`config.mk`:
```
export PLATFORM = sky130hd
export DESIGN_NAME = rbeu_div
export DESIGN_NICKNAME = d
export VERILOG_FILES = /design/src/design/rbeu_pkg.sv /design/src/design/rbeu_div.sv
export SDC_FILE = /design/constraint.sdc
export NUM_CORES = 1
export LEC_CHECK = 0
export ABC_CLOCK_PERIOD_IN_PS = 4800
export BUFFER_PORTS_ARGS = -buffer_cell sky130_fd_sc_hd__clkbuf_2
export CORE_MARGIN = 1
export CORE_UTILIZATION = 60
export DETAILED_ROUTE_END_ITERATION = 6
export PLACE_DENSITY_LB_ADDON = 0.08
export SETUP_SLACK_MARGIN = 0.1
export SLEW_MARGIN = 20
export SYNTH_ARGS = -nofsm -noshare
export SYNTH_HDL_FRONTEND = slang
export SYNTH_SLANG_ARGS = --single-unit
```
`constraint.sdc`:
```
create_clock -name clk -period 4.8 [get_ports clk]
set_clock_uncertainty 0.2 [all_clocks]
set_input_delay 0.96 -clock clk [delete_from_list [all_inputs] [get_ports clk]]
set_output_delay 0.96 -clock clk [all_outputs]
set_load 0.02 [all_outputs]
```
`src/design/rbeu_pkg.sv`:
```
// Shared constants, opcodes, fault codes and divider types for the register bytecode execute unit.
package rbeu_pkg;

  localparam int unsigned STACK_DEPTH_DEF = 1024;
  localparam int unsigned CALL_DEPTH_DEF  = 64;
  localparam int unsigned FRAME_DEPTH_DEF = 64;
  localparam int unsigned INSN_BYTES      = 8;
  localparam int unsigned PC_W            = 24;
  localparam int unsigned DATA_W          = 32;
  localparam int unsigned REG_W           = 8;

  // Opcodes
  localparam logic [4:0] OP_HALT  = 5'd0;
  localparam logic [4:0] OP_MOVI  = 5'd1;
  localparam logic [4:0] OP_MOV   = 5'd3;
  localparam logic [4:0] OP_ADD   = 5'd4;
  localparam logic [4:0] OP_SUB   = 5'd5;
  localparam logic [4:0] OP_MUL   = 5'd6;
  localparam logic [4:0] OP_DIV   = 5'd7;
  localparam logic [4:0] OP_MOD   = 5'd8;
  localparam logic [4:0] OP_EQ    = 5'd9;
  localparam logic [4:0] OP_NE    = 5'd10;
  localparam logic [4:0] OP_LT    = 5'd11;
  localparam logic [4:0] OP_GT    = 5'd12;
  localparam logic [4:0] OP_JMP   = 5'd13;
  localparam logic [4:0] OP_JIF   = 5'd14;
  localparam logic [4:0] OP_PUSH  = 5'd15;
  localparam logic [4:0] OP_CALL  = 5'd16;
  localparam logic [4:0] OP_RET   = 5'd17;
  localparam logic [4:0] OP_SHOW  = 5'd18;
  localparam logic [4:0] OP_LE    = 5'd19;
  localparam logic [4:0] OP_GE    = 5'd20;

  // Fault codes
  localparam logic [2:0] F_NONE  = 3'd0;
  localparam logic [2:0] F_DIV0  = 3'd1;
  localparam logic [2:0] F_UNSUP = 3'd2;
  localparam logic [2:0] F_OVER  = 3'd3;
  localparam logic [2:0] F_UNDER = 3'd4;

  // Divider request / response
  typedef struct packed {
    logic        start;
    logic        is_mod;
    logic [31:0] a;
    logic [31:0] b;
  } div_req_t;

  typedef struct packed {
    logic        done;
    logic [31:0] res;
  } div_rsp_t;

endpackage

```
`src/design/rbeu_div.sv`:
```
// Radix-2 signed divider, one quotient bit per cycle.
module rbeu_div (
  input  logic               clk,
  input  logic               rst_n,
  input  rbeu_pkg::div_req_t req,
  output rbeu_pkg::div_rsp_t rsp
);
  import rbeu_pkg::*;

  logic [31:0] rem_r, rem_nxt;
  logic [31:0] quo_r, quo_nxt;
  logic [31:0] dvs_r, dvs_nxt;
  logic [5:0]  cnt_r, cnt_nxt;
  logic        busy_r, busy_nxt;
  logic        neg_q_r, neg_q_nxt, neg_r_r, neg_r_nxt, mod_r, mod_nxt;
  logic        done_r, done_nxt;
  logic [32:0] trial;
  logic [31:0] shl_rem;
  logic [31:0] abs_a, abs_b, q_fix, r_fix;

  assign abs_a   = req.a[31] ? (~req.a + 32'd1) : req.a;
  assign abs_b   = req.b[31] ? (~req.b + 32'd1) : req.b;
  assign shl_rem = {rem_r[30:0], quo_r[31]};
  assign trial   = {1'b0, shl_rem} - {1'b0, dvs_r};
  assign q_fix   = neg_q_r ? (~quo_r + 32'd1) : quo_r;
  assign r_fix   = neg_r_r ? (~rem_r + 32'd1) : rem_r;

  // Restoring division step
  always_comb begin
    rem_nxt   = rem_r;
    quo_nxt   = quo_r;
    dvs_nxt   = dvs_r;
    cnt_nxt   = cnt_r;
    busy_nxt  = busy_r;
    neg_q_nxt = neg_q_r;
    neg_r_nxt = neg_r_r;
    mod_nxt   = mod_r;
    done_nxt  = 1'b0;
    if (req.start) begin
      rem_nxt   = '0;
      quo_nxt   = abs_a;
      dvs_nxt   = abs_b;
      cnt_nxt   = 6'd32;
      busy_nxt  = 1'b1;
      neg_q_nxt = req.a[31] ^ req.b[31];
      neg_r_nxt = req.a[31];
      mod_nxt   = req.is_mod;
    end else if (busy_r) begin
      if (trial[32]) begin
        rem_nxt = shl_rem;
        quo_nxt = {quo_r[30:0], 1'b0};
      end else begin
        rem_nxt = trial[31:0];
        quo_nxt = {quo_r[30:0], 1'b1};
      end
      cnt_nxt = cnt_r - 6'd1;
      if (cnt_r == 6'd1) begin
        busy_nxt = 1'b0;
        done_nxt = 1'b1;
      end
    end
  end

  always_ff @(posedge clk) begin
    if (!rst_n) begin
      busy_r <= 1'b0;
      done_r <= 1'b0;
      cnt_r  <= '0;
    end else begin
      busy_r <= busy_nxt;
      done_r <= done_nxt;
      cnt_r  <= cnt_nxt;
    end
    rem_r   <= rem_nxt;
    quo_r   <= quo_nxt;
    dvs_r   <= dvs_nxt;
    neg_q_r <= neg_q_nxt;
    neg_r_r <= neg_r_nxt;
    mod_r   <= mod_nxt;
  end

  assign rsp.done = done_r;
  assign rsp.res  = mod_r ? r_fix : q_fix;
endmodule

```
==> results of run 1 <==
## how the worst max path moves through the flow
stage,start,end,slack [ns],cells past startpoint
after CTS,quo_r[10],rsp[31],0.10,9
after global placement,quo_r[10],rsp[25],0.46,9
after detailed placement,quo_r[9],rsp[31],0.39,9
after global routing,quo_r[10],rsp[29],0.02,9
after floorplan,quo_r[10],rsp[31],0.47,8
final,quo_r[10],rsp[28],0.12,9
## cells in the mapped netlist (18+ instances only)
| cell | n |
|---|---|
| o31ai_1 | 33 |
| dfxtp_1 | 40 |
| xnor2_1 | 82 |
| o21ai_0 | 74 |
| nor2_1 | 104 |
| xor2_1 | 61 |
| edfxtp_1 | 67 |
| nand3_1 | 18 |
| a21oi_1 | 80 |
| o41ai_1 | 22 |
| ha_1 | 38 |
| inv_1 | 55 |
| nand2_1 | 112 |
| clkbuf_1 | 44 |
## where the power goes
part | internal [mW] | leakage (nW) | switching [mW]
sequential | 1.07 | 0.984 | 0.0927
combinational | 0.358 | 2.77 | 0.504
clock | 0.499 | 0.162 | 0.342
total | 1.93 | 3.92 | 0.938
## flip-flops by register name (all words and copies together), names as in the netlist
register,cells
neg_q_r,1
dvs_r,32
done_r,1
mod_r,1
rem_r,32
cnt_r,6
busy_r,1
neg_r_r,1
quo_r,32
## layer usage
layer | vias to the layer above | share of wire, % | GRT usage [%]
li1 | 3992 | - | -
met1 | 3649 | 45 | 35.7
met2 | 171 | 50 | 47.3
met3 | 27 | 3.9 | 4.60
met4 | 0 | 1.7 | 6.25
met5 | - | 0 | 0
## what timing repair did
item                                    4_1_cts  5_1_grt
pin swaps                                     0        5
buffers inserted                              0        5
gates resized for setup                       1       12
endpoints found under the setup margin        4       10
## layout make-up
cell class	instances	area (µm²)
clock buffer	12	267
clock inverter	4	71.3
fill	1225	4300
inverter	55	206
multi-input combinational	843	5570
sequential	107	2810
tap	180	225
timing repair buffer	111	591
## logic make-up (layout without fill, tap and decap cells)
logic type	after synthesis	after routing	share of synthesized area (%)
adder cells (fa/ha/maj)	39	39	5.66
buffers and inverters	110	182	4.76
flip-flops	107	107	32.1
multiplexers	13	13	1.49
AND/OR/NAND/NOR	346	346	19.1
XOR/XNOR	143	143	14.3
AO/OA/AOI/OAI	302	302	22.5
## worst reg2reg max path, cell delays in order (launching register included)
cell and delay [ns]:
dfxtp_1 0.56, ha_1 0.37, a21oi_1 0.23, o21ai_0 0.16
a221o_1 0.40, nand4_1 0.16, a31oi_1 0.21, o31ai_4 0.55
buf_4 0.41, nand2_1 0.11, a311oi_1 0.32
## stage by stage
| step | setup slack, ns | instance area, µm² |
|---|---|---|
| final | 0.124 | 9750 |
| after global routing | 0.0231 | 9750 |
| after CTS | 0.102 | 9670 |
| after detailed placement | 0.390 | 9330 |
| after global placement | 0.463 | 9330 |
| after floorplan | 0.469 | 8750 |
==> impl_metrics.toml, run 1 <==
[route]
vias = 7839
totalWireLength_um = 20100
drtIter0Drc = 476
wl_per_cell_um = 15.3
via_per_inst = 5.97
drt_first_pass_iters = 5
route.detailed.drc = 0
drtAntennaViolNets = 0

[grt]
antenna_found_initial = 0
grt_max_degree = 92
grt_util_all_layers_pct = 27.4
grt.overflow.total = 0
grt_pass1_wl_um = 32800
grt_pass1_vias = 6979

[place]
dp.final_hpwl_um = 15200
dp.cells = 1291
gp_congestion = 0.906
numPortBuffers = 100

[critical_path]
cp-start-kind = "flop"
path_class = "flop to primary output"
path_buf_inv = 1
r2r_start = "rem_r[6]"
crit_top_cell = "or3_4"
crit_required_ns = 3.64
cp-end-kind = "primary output"
path_delay_family = "simple AND/OR/NAND/NOR gates"
crit_path_max_fanout = 4
r2r_end = "rem_r[2]"
cp_data_arrival_time_ns = 3.52
crit_path_top_delay_cell = "or4_4"
r2r_slack_ns = 1.00
cpPeakStageDelay_ns = 0.56
path_cells = "or4_4 > or3_4 > or3_4 > or4_4 > or3_4 > o31ai_4 > xor2_1 > mux2i_1 > buf_2"
r2r_cells = 10

[clock_tree]
htree_levels = 3
ctsHoldBuffers = 0
clk_latency_ns = 0.36
cts_root_buf = "clkbuf_16"
cts_buffer_depth = 2
cts_tree = "done"
clkTransAtPathRegs_ns = 0.07
numCtsBuffers = 9
clock_sink_count = 107

[worst_hold_path]
hold_class = "flop to flop"
whs_endpoint = "cnt_r[0]"
hp-start = "cnt_r[0]"
holdPathStages = 2

[layout]
fin_util_pct = 69.4
syn_to_final_growth_pct = 11.3
instances_no_fill = 1312
nNetsFinal = 1234
drive_above_1_share_pct = 13.3
mostFrequentLayoutCells = "112 x nand2_1, 104 x nor2_1, 94 x clkbuf_2"
diodes = 0
mostFrequentLayoutCell = "nand2_1"

[synthesis]
synth.distinct_cells = 62
synthCells = 1060
syn_avg_cell_area_um2 = 8.26
synth_top_area_cell = "edfxtp_1"
synth_area_leaders = "edfxtp_1 23%, dfxtp_1 9.1%, xnor2_1 8.2%"
synth_top_area_share_pct = 23.0
synth-seq-cells = 107
ys.flop_type = "edfxtp_1"
syn_nets = 1167
synth_area_mm2 = 0.00875
seq_area_frac_synth_pct = 32.1
synth_enable_flop_cells = 67
async_flop_share_pct = 0
yosys_warnings = 0

[sta]
period_share_pct = 97.4
hold_viol = 0
rsz0062_at_grt = "true"
fin_setup_tns_ns = 0
fin_crit_ns = 4.68
relSlewSlack_pct = 28.5
setup_viol = 0
max_freq_mhz = 214
whs_ns = 0.292
worst_pin_slew_ns = 1.07
finalMaxSlewViolations = 0

[pwr]
max-vdd-ir-drop_uv = 330
p_per_area_mw_per_mm2 = 294
total_power_mw = 2.87
p_leak_nw = 3.92

[outcome]
outcome = "finished clean"

[job]
cap_violations = 0

[die]
core_mm2 = 0.0140
placementRows = 43
initial_core_util_pct = 62.3
ios = 101
die_w_um = 123
die-height_um = 123
die_area_mm2 = 0.0151
(Power assumes the default switching activity.)
==> run 2, diff against run 1 <==
Settings changed: ABC_CLOCK_PERIOD_IN_PS 4800 to 4650, CORE_UTILIZATION 60 to 62, CTS_BUF_LIST set to sky130_fd_sc_hd__clkbuf_2 sky130_fd_sc_hd__clkbuf_4 sky130_fd_sc_hd__clkbuf_8.
Clock period 4.8 ns to 4.65 ns, I/O delays scaled along.
==> impl_metrics.toml, run 2 (same netlist as run 1, synthesis figures left out) <==
[outcome]
outcome = "finished, violations left"
violations = "design-rule violations"

[route]
drtAntennaViolNets = 0
route.detailed.drc = 2
totalWireLength_um = 20600
wl_per_cell_um = 15.6
drtIter0Drc = 537
via_per_inst = 6.02
drt_first_pass_iters = 7
vias = 7937

[die]
die_w_um = 121
die-height_um = 121
die_area_mm2 = 0.0146
core_mm2 = 0.0138
initial_core_util_pct = 63.3
ios = 101
placementRows = 43

[critical_path]
r2r_cells = 10
path_cells = "or4_4 > or3_4 > or3_4 > or4_4 > or3_4 > o31ai_4 > xor2_1 > mux2i_1 > buf_4"
crit_path_top_delay_cell = "or4_4"
path_delay_family = "simple AND/OR/NAND/NOR gates"
cp_data_arrival_time_ns = 3.51
r2r_start = "rem_r[7]"
crit_top_cell = "or3_4"
path_class = "flop to primary output"
cpPeakStageDelay_ns = 0.55
cp-start-kind = "flop"
r2r_slack_ns = 0.83
crit_path_max_fanout = 3
path_buf_inv = 1
crit_required_ns = 3.52
cp-end-kind = "primary output"
r2r_end = "rem_r[2]"

[pwr]
p_per_area_mw_per_mm2 = 289
max-vdd-ir-drop_uv = 266
p_leak_nw = 3.92
total_power_mw = 2.82

[sta]
rsz0062_at_grt = "true"
fin_crit_ns = 4.64
worst_pin_slew_ns = 1.02
setup_viol = 0
max_freq_mhz = 216
finalMaxSlewViolations = 0
relSlewSlack_pct = 31.7
hold_viol = 0
period_share_pct = 99.8

[layout]
nNetsFinal = 1241
syn_to_final_growth_pct = 11.4
instances_no_fill = 1319
mostFrequentLayoutCell = "nand2_1"
drive_above_1_share_pct = 14.1
reg_top3 = "dvs_r: 32 flops, quo_r: 32 flops, rem_r: 32 flops"
mostFrequentLayoutCells = "112 x nand2_1, 104 x nor2_1, 88 x clkbuf_2"
fillCellCount = 1147
multi_input_area_mm2 = 0.00560
diodes = 0
seq_area_mm2 = 0.00281

[clock_tree]
htree_levels = 3
clock_sink_count = 107
ctsHoldBuffers = 0
cts_buffer_depth = 2
cts_tree = "done"
numCtsBuffers = 9
clk_latency_ns = 0.40
cts_root_buf = "clkbuf_8"
clkTransAtPathRegs_ns = 0.11

[place]
dp.cells = 1294
dp.final_hpwl_um = 15100
gp_congestion = 0.952
numPortBuffers = 100

[job]
cap_violations = 0

[grt]
antenna_found_initial = 0
top_usage_layer = "met2"
grt_util_all_layers_pct = 28.6
grt_pass1_vias = 7002
grt_pass1_wl_um = 33200
grt.overflow.total = 0
grt_max_degree = 64
grtUsageMet2_pct = 48.5
globalRouteMet3Util_pct = 4.72
use_met1_pct = 37.1

[worst_hold_path]
hp-start = "cnt_r[0]"
whs_endpoint = "cnt_r[0]"
hold_class = "flop to flop"
holdPathStages = 2
==> run 2: cell types whose count changed in the layout (fill, tap and decap cells not counted), moves of 4 or more <==
cell,previous run,this run
buf_4,14,24
clkbuf_8,3,9
clkbuf_4,0,4
clkbuf_16,9,0
clkbuf_2,94,88
==> run 2: routing by layer <==
metal | wire length (µm) | part of all wire (%)
met1 | 9210 | 45
met2 | 10100 | 49
met3 | 802 | 3.9
met4 | 484 | 2.3
met5 | 0 | 0
==> run 2: repair_timing <==
item,CTS,global route
gates cloned,0,0
pin swaps,2,5
setup buffers,5,3
endpoints found under the setup margin,11,12
resized for setup,19,10
==> run 2: worst max path at each step <==
stage | startpoint | endpoint | slack (ns) | cells past startpoint
CTS | quo_r[10] | rsp[28] | -0.009 | 9
global route | quo_r[10] | rsp[28] | -0.11 | 9
detailed placement | quo_r[10] | rsp[25] | 0.24 | 9
global placement | quo_r[10] | rsp[25] | 0.34 | 9
floorplan | quo_r[10] | rsp[31] | 0.35 | 8
finish | quo_r[10] | rsp[28] | 0.01 | 9
==> run 2: where the power goes <==
part / total (mW) / leakage (nW) / switching [mW] / internal, mW
sequential: 1.19 / 0.984 / 0.0864 / 1.11
combinational: 0.928 / 2.82 / 0.545 / 0.383
clock: 0.699 / 0.119 / 0.342 / 0.357
==> run 2: worst reg2reg max path, delay by kind of cell (launching register included) <==
kind | cells | cell delay (ns)
DFF | 1 | 0.55
AOI/OAI and AO/OA | 4 | 1.51
and+or+nand+nor | 4 | 0.71
buffers and inverters | 1 | 0.40
adders and majority gates | 1 | 0.36
==> run 2: layout make-up <==
cell class | instances | area share, %
inverters | 55 | 2.12
multi-input cells | 843 | 57.4
repair buffers | 118 | 6.88
well taps | 180 | 2.31
clock buffers | 9 | 1.27
flip-flops and latches | 107 | 28.8
clock inverters | 7 | 1.19
==> run 2: stage by stage <==
stage	utilization, %	worst slack, ns	hold WS (ns)	setup TNS, ns	cell area, µm²
2_1_floorplan	-	0.349	0.257	0	8750
3_3_place_gp	67.7	0.341	0.279	0	9350
3_5_place_dp	67.7	0.237	0.280	0	9350
4_1_cts	70.2	-0.00890	0.295	-0.00890	9700
5_1_grt	70.5	-0.110	0.317	-0.467	9750
6_report	70.5	0.0101	0.298	0	9750
==> run 3, diff against run 2 <==
Settings changed: ABC_CLOCK_PERIOD_IN_PS 4650 to 5600, CORE_MARGIN 1 to 2, CORE_UTILIZATION 62 to 65.
Clock period 4.65 ns to 5.6 ns, I/O delays scaled along.
==> impl_metrics.toml, run 3 (same netlist as run 1, synthesis figures left out) <==
[clock_tree]
clk_latency_ns = 0.40
htree_levels = 3
clock_sink_count = 107
post_cts_buffers = 0
cts_tree = "done"
clkTransAtPathRegs_ns = 0.10
cts_root_buf = "clkbuf_8"
cts_resized = 0
ctsHoldBuffers = 0
cts_buffer_depth = 2
numCtsBuffers = 9

[critical_path]
cp-start-kind = "flop"
cp-end-kind = "primary output"
crit_required_ns = 4.28
crit_path_top_delay_cell = "or4_4"
crit_path_max_fanout = 5
cpPeakStageDelay_ns = 0.55
cp_data_arrival_time_ns = 3.67
path_class = "flop to primary output"
path_cells = "or4_4 > or3_4 > or3_2 > or4_1 > o21ai_1 > nand2_1 > xnor2_1 > o21ai_0 > clkbuf_2"

[route]
wl_per_cell_um = 15.3
via_per_inst = 6.08
totalWireLength_um = 19900
wl_met3_um = 862
vias = 7915
drtIter0Drc = 587
routed.top_layer = "met4"
wl_met2_um = 10000
drtAntennaViolNets = 0
route.detailed.drc = 0
drt_first_pass_iters = 5
met1Wirelength_um = 8690

[sta]
worst_slack_ns = 0.614
worst_pin_slew_ns = 1.01
whs_ns = 0.304
fin_crit_ns = 4.99
period_share_pct = 89.0
relSlewSlack_pct = 32.3
max_freq_mhz = 201
finalMaxSlewViolations = 0
hold_viol = 0
rsz0062_at_grt = "false"
setup_viol = 0
fin_setup_tns_ns = 0

[layout]
fin_util_pct = 71.9
syn_to_final_growth_pct = 8.27
diodes = 0
drive_above_1_share_pct = 12.3
design_area_mm2 = 0.00948
nNetsFinal = 1228
reg_top3 = "dvs_r: 32 flops, quo_r: 32 flops, rem_r: 32 flops"
instances_no_fill = 1302
mostFrequentLayoutCell = "nand2_1"
mostFrequentLayoutCells = "112 x nand2_1, 104 x nor2_1, 99 x clkbuf_2"
fillCellCount = 1104

[place]
gp_congestion = 0.908
dp.final_hpwl_um = 14900
numPortBuffers = 100
place_ws_ns = 1.03
dp.cells = 1286
place_area_mm2 = 0.00932

[grt]
grt_pass1_wl_um = 32200
antenna_found_initial = 0
grt_max_degree = 67
grt.overflow.total = 0
grt_util_all_layers_pct = 27.4
grt_pass1_vias = 6929

[worst_hold_path]
hold_class = "flop to flop"

[die]
placementRows = 42
initial_core_util_pct = 66.4
die-height_um = 120
die_w_um = 120
core_mm2 = 0.0132
die_area_mm2 = 0.0144
ios = 101

[pwr]
max-vdd-ir-drop_uv = 223
p_clk_share_pct = 19.9
pwr-share-seq_pct = 46.1
p_per_area_mw_per_mm2 = 227
power.switching_mw = 0.774
p_int_mw = 1.38
total_power_mw = 2.16
p_comb_share_pct = 33.9
p_leak_nw = 3.80
swShare_pct = 35.9

[job]
cap_violations = 0

[outcome]
outcome = "finished clean"
run 3: final timing paths:
path                            cells after the start  slack, ns  startpoint  endpoint
worst min-delay path                                2       0.30    cnt_r[0]  cnt_r[0]
worst max-delay path                                9       0.61    quo_r[9]   rsp[25]
worst max register to register                     11       1.45   quo_r[31]  rem_r[2]
worst min register to register                      2       0.30    cnt_r[0]  cnt_r[0]
run 3: critical path, delay by kind of cell (launching register included):
| family | cells | cell delay, ns |
|---|---|---|
| buffers and inverters | 1 | 0.20 |
| AO/OA/AOI/OAI | 2 | 0.52 |
| AND/OR/NAND/NOR | 5 | 1.95 |
| XOR/XNOR | 1 | 0.14 |
| flip-flops | 1 | 0.46 |
run 3: cell type report:
type | instances | area, µm² | share of cell area, %
Clock buffer | 11 | 139 | 1.47
Clock inverter | 5 | 21.3 | 0.224
Inverter | 55 | 206 | 2.18
Multi-Input combinational cell | 843 | 5540 | 58.4
Sequential cell | 107 | 2810 | 29.7
Tap cell | 176 | 220 | 2.32
Timing Repair Buffer | 105 | 541 | 5.70
run 3: layer usage:
layer / track usage, % / vias up
met4: 7.43 / 0
met1: 34.9 / 3697
met3: 4.37 / 26
met5: 0 / -
met2: 48.2 / 204
li1: - / 3988
run 3: power groups by stage:
stage / Sequential [mW] / Clock (mW) / Combinational, mW
floorplan: 0.981 / 0 / 0.551
global placement: 1.01 / 0 / 0.714
detailed placement: 1.01 / 0 / 0.726
CTS: 0.993 / 0.438 / 0.732
global route: 1.00 / 0.460 / 0.810
finish: 0.994 / 0.430 / 0.732
